--- config.mk ---
export PLATFORM = sky130hd
export DESIGN_NAME = wildcard_pattern_matcher_flat
export DESIGN_NICKNAME = d
export VERILOG_FILES = /design/src/rtl/wpm_pkg.sv /design/src/rtl/wpm_if.sv /design/src/rtl/wpm_cell.sv /design/src/rtl/wildcard_pattern_matcher.sv /design/src/flat_wrapper.sv
export SDC_FILE = /design/constraint.sdc
export NUM_CORES = 2
export LEC_CHECK = 0
export ABC_CLOCK_PERIOD_IN_PS = 6900
export CAP_MARGIN = 20
export CORE_MARGIN = 4
export CORE_UTILIZATION = 60
export CTS_CLUSTER_DIAMETER = 100
export DETAILED_ROUTE_END_ITERATION = 8
export DONT_BUFFER_PORTS = 1
export GPL_TIMING_DRIVEN = 0
export PLACE_DENSITY = 0.82
export RECOVER_POWER = 50
export SLEW_MARGIN = 10
export SYNTH_ARGS = -nofsm -noshare
export SYNTH_HDL_FRONTEND = slang
export SYNTH_SLANG_ARGS = --single-unit
--- constraint.sdc ---
create_clock -name i_clk -period 6.9 [get_ports i_clk]
set_input_delay 1.38 -clock i_clk [delete_from_list [all_inputs] [get_ports i_clk]]
set_output_delay 1.38 -clock i_clk [all_outputs]
set_load 0.02 [all_outputs]
--- src/rtl/wpm_pkg.sv ---
// Shared constants and types of the wildcard pattern matcher.
`default_nettype none

package wpm_pkg;

    // Number of pattern positions, one cell each.
    localparam int MAX_LEN = 128;
    // Bits of a cell index and of a length that can reach MAX_LEN.
    localparam int IDX_W   = (MAX_LEN > 1) ? $clog2(MAX_LEN) : 1;
    localparam int LEN_W   = $clog2(MAX_LEN + 1);

    // Wildcard bytes of a pattern.
    localparam logic [7:0] SYM_ANY  = 8'd63;
    localparam logic [7:0] SYM_STAR = 8'd42;

    // Kinds of input word.
    localparam logic OP_PATTERN = 1'b0;
    localparam logic OP_SUBJECT = 1'b1;

    // Controls broadcast from the top level to every cell.
    typedef struct packed {
        logic       step;     // a subject byte is accepted this cycle
        logic       fresh;    // reachable set is the star closure of position 0
        logic       load;     // a pattern byte is accepted this cycle
        logic       new_pat;  // that pattern byte opens a new pattern
        logic [7:0] sym;      // byte of the accepted word
    } t_bcast;

endpackage

`default_nettype wire

--- src/rtl/wpm_if.sv ---
// Valid/ready channels carrying input words and result words.
`default_nettype none

interface wpm_in_if;
    logic       valid;
    logic       ready;
    logic       opcode;
    logic [7:0] symbol;
    logic       last;

    modport source (output valid, output opcode, output symbol, output last, input ready);
    modport sink   (input valid, input opcode, input symbol, input last, output ready);
endinterface

interface wpm_out_if;
    logic valid;
    logic ready;
    logic matched;
    logic too_long;

    modport source (output valid, output matched, output too_long, input ready);
    modport sink   (input valid, input matched, input too_long, output ready);
endinterface

`default_nettype wire

--- src/rtl/wpm_cell.sv ---
// One pattern position: its byte, its reachable bit and its star-closure seed.
`default_nettype none

module wpm_cell
    import wpm_pkg::*;
(
    input  wire logic   i_clk,
    input  wire logic   i_rst_n,
    input  wire t_bcast i_bc,
    input  wire logic   i_wr,        // this cell takes the pattern byte
    input  wire logic   i_prev_wr,   // the left neighbor takes the pattern byte
    input  wire logic   i_lead,      // closure-of-0 bit handed over by the left neighbor
    input  wire logic   i_hit,       // the left neighbor makes this position reachable
    input  wire logic   i_next_act,  // the right neighbor holds a pattern byte
    output logic        o_lead,
    output logic        o_hit,
    output logic        o_act,
    output logic        o_term
);

    logic [7:0] r_sym;
    logic       r_act;
    logic       r_c0;
    logic       r_reach;
    logic       star;
    logic       eff_reach;
    logic       sym_ok;
    logic       n_reach;

    // Reachable bit as seen by this step, and the local match.
    assign star      = (r_sym == SYM_STAR);
    assign eff_reach = i_bc.fresh ? r_c0 : r_reach;
    assign sym_ok    = (r_sym == i_bc.sym) || (r_sym == SYM_ANY);

    // A star keeps its own position; the closure ripples on through runs of stars.
    assign n_reach = i_hit || (eff_reach && star && r_act);
    assign o_hit   = r_act && (star ? n_reach : (eff_reach && sym_ok));

    // The last occupied cell reports whether the pattern end is reached.
    assign o_term  = o_hit && !i_next_act;
    assign o_act   = r_act;

    // Closure bit of the position to the right, valid while this cell is written.
    assign o_lead  = r_c0 && (i_bc.sym == SYM_STAR);

    // Control state of the cell.
    always_ff @(posedge i_clk) begin
        if (!i_rst_n) begin
            r_act <= 1'b0;
            r_c0  <= 1'b0;
        end else begin
            if (i_bc.load) begin
                r_act <= (r_act && !i_bc.new_pat) || i_wr;
            end
            if (i_prev_wr) begin
                r_c0 <= i_lead;
            end
        end
    end

    // Pattern byte and reachable bit.
    always_ff @(posedge i_clk) begin
        if (i_wr) begin
            r_sym <= i_bc.sym;
        end
        if (i_bc.step) begin
            r_reach <= n_reach;
        end
    end

endmodule

`default_nettype wire

--- src/rtl/wildcard_pattern_matcher.sv ---
// Top level of the wildcard pattern matcher: cell row, pattern loader and result register.
//
// Input words arrive on i_in (opcode, symbol, last). A pattern is loaded with
// opcode 0, one byte per word, the final byte flagged by last; '?' matches any
// one byte and '*' any run of bytes. Subject bytes follow with opcode 1, the
// final one flagged. On that final byte one result word appears on o_out:
// matched says whether the whole subject matches the whole pattern, too_long
// whether the pattern exceeded MAX_LEN bytes and was cut short.
// One cell per pattern position holds the byte and its reachable bit, and all
// cells update together; a run of stars passes the reachable bit along in the
// same cycle. A result is registered and shows in the cycle after its last
// subject byte is taken. A pattern byte that follows a finished pattern starts
// a new one and drops any subject in progress.
// Reset leaves an empty pattern, against which no subject matches, and needs
// no clearing pass. While a result waits and the receiver holds ready low,
// i_in.ready is low; once the receiver takes it, a new word is taken in the
// same cycle.
`default_nettype none

module wildcard_pattern_matcher
    import wpm_pkg::*;
(
    input  wire logic  i_clk,
    input  wire logic  i_rst_n,
    wpm_in_if.sink     i_in,
    wpm_out_if.source  o_out
);

    logic [LEN_W-1:0]   r_len;
    logic               r_ovf;
    logic               r_loading;
    logic               r_fresh;
    logic               r_out_valid;
    logic               r_matched;
    logic               r_too_long;

    logic               accept;
    logic               pat_acc;
    logic               sub_acc;
    logic               sub_last;
    logic               new_pat;
    logic [LEN_W-1:0]   base_len;
    logic               room;
    logic [IDX_W-1:0]   wr_idx;
    logic [LEN_W-1:0]   n_len;
    logic               n_ovf;
    t_bcast             bc;

    logic [MAX_LEN-1:0] wr_vec;
    logic [MAX_LEN-1:0] lead;
    logic [MAX_LEN:0]   hit;
    logic [MAX_LEN:0]   act_vec;
    logic [MAX_LEN-1:0] term;

    // Handshake: a word is taken unless a result waits on a stalled receiver.
    assign i_in.ready = !r_out_valid || o_out.ready;
    assign accept     = i_in.valid && i_in.ready;
    assign pat_acc    = accept && (i_in.opcode == OP_PATTERN);
    assign sub_acc    = accept && (i_in.opcode == OP_SUBJECT);
    assign sub_last   = sub_acc && i_in.last;

    // Pattern write position and length bookkeeping.
    assign new_pat  = pat_acc && !r_loading;
    assign base_len = new_pat ? '0 : r_len;
    assign room     = (base_len < LEN_W'(MAX_LEN));
    assign wr_idx   = base_len[IDX_W-1:0];
    assign n_len    = room ? (base_len + LEN_W'(1)) : base_len;
    assign n_ovf    = (r_ovf && !new_pat) || !room;

    // Controls shared by all cells.
    always_comb begin
        bc.step    = sub_acc;
        bc.fresh   = r_fresh;
        bc.load    = pat_acc;
        bc.new_pat = new_pat;
        bc.sym     = i_in.symbol;
    end

    assign hit[0]           = 1'b0;
    assign act_vec[MAX_LEN] = 1'b0;

    // Row of cells, one per pattern position.
    for (genvar j = 0; j < MAX_LEN; j++) begin : g_cell
        logic prev_wr;
        logic lead_in;

        assign wr_vec[j] = pat_acc && room && (wr_idx == IDX_W'(j));

        if (j == 0) begin : g_first
            // Position 0 is always in its own closure.
            assign prev_wr = 1'b1;
            assign lead_in = 1'b1;
        end else begin : g_rest
            assign prev_wr = wr_vec[j-1];
            assign lead_in = lead[j-1];
        end

        wpm_cell u_cell (
            .i_clk      (i_clk),
            .i_rst_n    (i_rst_n),
            .i_bc       (bc),
            .i_wr       (wr_vec[j]),
            .i_prev_wr  (prev_wr),
            .i_lead     (lead_in),
            .i_hit      (hit[j]),
            .i_next_act (act_vec[j+1]),
            .o_lead     (lead[j]),
            .o_hit      (hit[j+1]),
            .o_act      (act_vec[j]),
            .o_term     (term[j])
        );
    end

    // Pattern and matching state.
    always_ff @(posedge i_clk) begin
        if (!i_rst_n) begin
            r_len     <= '0;
            r_ovf     <= 1'b0;
            r_loading <= 1'b1;
            r_fresh   <= 1'b1;
        end else if (pat_acc) begin
            r_len     <= n_len;
            r_ovf     <= n_ovf;
            r_loading <= !i_in.last;
            r_fresh   <= 1'b1;
        end else if (sub_acc) begin
            r_loading <= 1'b0;
            r_fresh   <= i_in.last;
        end
    end

    // Result register.
    always_ff @(posedge i_clk) begin
        if (!i_rst_n) begin
            r_out_valid <= 1'b0;
        end else if (sub_last) begin
            r_out_valid <= 1'b1;
        end else if (o_out.ready) begin
            r_out_valid <= 1'b0;
        end
    end

    always_ff @(posedge i_clk) begin
        if (sub_last) begin
            r_matched  <= |term;
            r_too_long <= r_ovf;
        end
    end

    assign o_out.valid    = r_out_valid;
    assign o_out.matched  = r_matched;
    assign o_out.too_long = r_too_long;

    // The occupied cells always count up to the pattern length.
    a_act_count: assert property (@(posedge i_clk) disable iff (!i_rst_n)
        $countones(act_vec) == int'(r_len))
        else $error("occupied cells disagree with pattern length");

    // Truncation is only flagged on a full pattern.
    a_ovf_full: assert property (@(posedge i_clk) disable iff (!i_rst_n)
        r_ovf |-> (r_len == LEN_W'(MAX_LEN)))
        else $error("overflow flagged on a pattern that is not full");

    // A new result only follows a final subject byte.
    a_result_src: assert property (@(posedge i_clk) disable iff (!i_rst_n)
        $rose(r_out_valid) |-> $past(sub_last))
        else $error("result without a final subject byte");

    // An empty pattern never matches.
    a_empty_nomatch: assert property (@(posedge i_clk) disable iff (!i_rst_n)
        (sub_last && (r_len == '0)) |=> !r_matched)
        else $error("match reported against an empty pattern");

    // Input is held off only by a waiting, stalled result.
    a_ready_hold: assert property (@(posedge i_clk) disable iff (!i_rst_n)
        !i_in.ready |-> (r_out_valid && !o_out.ready && !sub_acc))
        else $error("input held off without a stalled result");

endmodule

`default_nettype wire
--- src/flat_wrapper.sv ---
// flat-port wrapper written by rule: the top's interface ports become plain ports
module wildcard_pattern_matcher_flat import wpm_pkg::*;
  (i_clk, i_rst_n, i_in_valid, i_in_opcode, i_in_symbol, i_in_last, i_in_ready, o_out_valid, o_out_matched, o_out_too_long, o_out_ready);
  wpm_in_if i_in_i ();
  wpm_out_if o_out_i ();
  input  wire logic i_clk;
  input  wire logic i_rst_n;
  input wire logic [$bits(i_in_i.valid)-1:0] i_in_valid;
  input wire logic [$bits(i_in_i.opcode)-1:0] i_in_opcode;
  input wire logic [$bits(i_in_i.symbol)-1:0] i_in_symbol;
  input wire logic [$bits(i_in_i.last)-1:0] i_in_last;
  output wire logic [$bits(i_in_i.ready)-1:0] i_in_ready;
  output wire logic [$bits(o_out_i.valid)-1:0] o_out_valid;
  output wire logic [$bits(o_out_i.matched)-1:0] o_out_matched;
  output wire logic [$bits(o_out_i.too_long)-1:0] o_out_too_long;
  input wire logic [$bits(o_out_i.ready)-1:0] o_out_ready;
  assign i_in_i.valid = i_in_valid;
  assign i_in_i.opcode = i_in_opcode;
  assign i_in_i.symbol = i_in_symbol;
  assign i_in_i.last = i_in_last;
  assign i_in_ready = i_in_i.ready;
  assign o_out_valid = o_out_i.valid;
  assign o_out_matched = o_out_i.matched;
  assign o_out_too_long = o_out_i.too_long;
  assign o_out_i.ready = o_out_ready;
  wildcard_pattern_matcher u_core (.i_clk(i_clk), .i_rst_n(i_rst_n), .i_in(i_in_i), .o_out(o_out_i));
endmodule
==> impl_metrics.ini <==
[logic_synthesis]
synth_edf_count = 1154
synth_nets = 6354
yosys-top-cells-area = edfxtp_1 (48%), xnor2_1 (8.7%), dfxtp_1 (7.4%)
async_reset_ff_frac = 0
syn-instance-count = 6336
yosys-top-cells-count = edfxtp_1 (1154), xnor2_1 (713), nand2_1 (574), nand3_1 (344), nor2_1 (318)
netlist.area_leader.share = 0.481
ys.flop_type = edfxtp_1
synthDistinctLibCells = 101
synth-seq-cells = 1422
syn-cell-area_sq_um = 72100
syn_avg_cell_area_sq_um = 11.4
synth_area_leader_cell = edfxtp_1
yosysMostFrequentCell = edfxtp_1
ys_seq_area_frac = 0.555
yosys_warnings = 0

[sta]
finalHoldViolCount = 0
tns_ps = -423
period_share = 1.06
slew_viol_final = 0
timing.fmax_mhz = 137
maxSlewHeadroom = 0.0921
fin_skew_ps = 39.0
tightest_slew_ps = 1360
setup_ws_ps = -423
layout_min_cycle_time_ps = 7320
setup_violations = 1

[worst_setup_path]
reg2reg_from = u_core.r_fresh
r2r_slack_ps = -200
reg2reg_depth = 20
start_kind = primary input
cp.required_ps = 7350
arrival_ps = 7770
end_kind = flop
crit_type = primary input to flop
path_max_fanout = 131
rr_endpoint = u_core.o_out.matched

[clock_tree]
clk_pin_slew_ps = 60
cts-root-buf = clkbuf_16
cts.path.max_buffers = 3
cts_made_buffers = 147
cts_max_level = 4
cts.sinks = 1422
cts_tree = yes
insertion_delay_ps = 800
ctsHoldBuffers = 0

[die]
rows = 126
die_area_sq_um = 126000
core_area_sq_um = 119000
start_util = 0.607
die_h_microns = 355
die_x_microns = 355
io-pin-count = 18

[status]
violations = design-rule violations, negative setup slack
status = finished with violations

[global_routing]
antenna_found_initial = 13
grt_pass1_wl_microns = 355000
grt_max_degree = 132
grt.overflow.total = 0
grt.total_usage = 0.386
grt_pass1_vias = 54600

[min_path]
hold_depth = 2
hold_path_class = flop to flop
holdPathEnd = u_core.g_cell[72].u_cell.o_act
hold_start = u_core.g_cell[72].u_cell.o_act

[drt]
dr.pass1.iters = 9
vias_per_cell = 6.97
num_vias = 57500
drc = 3
drt_iter0_markers = 9547
routed_wl_microns = 251000
drt.antenna.violating_nets = 0
wl_per_cell_microns = 30.4

[place]
portBuffers = 0
dp_cells = 7956
hpwl_microns = 166000
gp_congestion = 1.07

[cells_and_area]
nets = 6534
fin_cells = 8254
num-fill-cells = 8305
seq_area_sq_um = 40000
multi_input_area_sq_um = 30300
drive_above_1_share = 0.0946
syn2layout_area_growth_pct = 11.3

[power_and_ir_drop]
power.leakage_uw = 0.0259
ir_drop_uv = 229
p_total_uw = 18200
powerDensity_nw_per_um2 = 227

[run]
drv_cap = 0
==> how the worst max path moves through the flow <==
stage	start	endpoint	slack, ps	cells past startpoint
after global routing	i_in_symbol[2]	u_core.o_out.matched	-160	22
after global placement	i_in_symbol[3]	u_core.o_out.matched	-2730	21
after CTS	i_in_symbol[4]	u_core.o_out.matched	-30	22
after floorplan	i_in_symbol[7]	u_core.o_out.matched	1360	22
final	i_in_symbol[2]	u_core.o_out.matched	-420	22
after detailed placement	i_in_symbol[7]	u_core.o_out.matched	-2710	22
==> power by group <==
group	switching, uW	internal [uW]	leakage, uW
sequential	11.8	9280	0.0126
clock	3480	4580	0.00235
combinational	577	321	0.0109
total	4070	14200	0.0259
==> critical path, cell delays in order <==
cell and delay (ps):
buf_8 270, buf_12 210, buf_8 210, buf_12 220
buf_12 200, xor2_1 160, nor4_1 60, nand2_1 70
a21oi_1 130, o21ai_4 390, o221ai_4 210, a2111oi_4 600
o221ai_2 240, or4_4 550, a2111oi_4 300, o211ai_1 260
or3b_1 450, nor4_4 370, o2111a_1 290, nand3_4 140
nor4_4 390, nand4_1 290
==> layer usage <==
metal / part of all wire / wire [microns] / vias up / global-route usage
li1: - / - / 24000 / -
met1: 0.35 / 87000 / 27500 / 0.490
met2: 0.42 / 106000 / 4820 / 0.566
met3: 0.15 / 37500 / 1125 / 0.119
met4: 0.079 / 19900 / 8 / 0.266
met5: 0.0010 / 253 / - / 0
==> repair_timing <==
item / 4_1_cts / 5_1_grt
endpoints found under the setup margin: 4 / 3
pin swaps: 8 / 13
setup buffers: 2 / 11
cloned: 0 / 0
resized for setup: 71 / 109
==> state kept, by name (all words and copies together) (netlist names) <==
register                      flops
u_core.o_out.too_long             1
u_core.r_fresh                    1
u_core.g_cell.u_cell.o_act      128
u_core.o_out.valid                1
u_core.r_loading                  1
u_core.g_cell.u_cell.r_sym     1024
u_core.g_cell.u_cell.r_c0       128
u_core.r_ovf                      1
u_core.o_out.matched              1
u_core.r_len                      8
u_core.g_cell.u_cell.r_reach    128
==> logic make-up after synthesis <==
logic type               synth area share
AO/OA/AOI/OAI                       0.103
buffers and inverters              0.0321
XOR/XNOR                            0.125
flip-flops                          0.555
AND/OR/NAND/NOR                     0.164
adder cells (fa/ha/maj)          0.000694
multiplexers                       0.0208
==> metrics by stage <==
step                      cell area (sq um)  worst slack [ps]  hold slack [ps]  utilization
after floorplan                       72100              1360              409            -
final                                 80200              -423              465        0.676
after detailed placement              74500             -2710              458        0.627
after global routing                  80200              -157              497        0.676
after global placement                74100             -2730              456        0.624
after CTS                             79600             -29.8              466        0.671
==> layout make-up <==
cell class,count,area share
timing repair buffer,38,0.00563
inverter,180,0.00842
buffer,199,0.0242
antenna,15,0.000468
multi-input combinational,4528,0.377
clock buffer,188,0.0499
clock inverter,84,0.0101
sequential,1422,0.499
tap,1600,0.0250
==> placed cells by master, fill, tap and decap left out, drive strengths merged, types with 33 or more instances in the layout <==
cell type and count:
a21boi 213, a21oi 147, a31oi 33, and2 33
and3 98, buf 156, clkbuf 267, clkinv 58
dfxtp 268, edfxtp 1154, inv 187, mux2 99
mux2i 37, nand2 575, nand2b 61, nand3 344
nand4 269, nor2 318, nor3 166, nor4 139
o21ai 244, o21bai 34, o22ai 54, or2 41
or3 75, xnor2 713, xor2 315
Power figures use the tool's default switching activity.
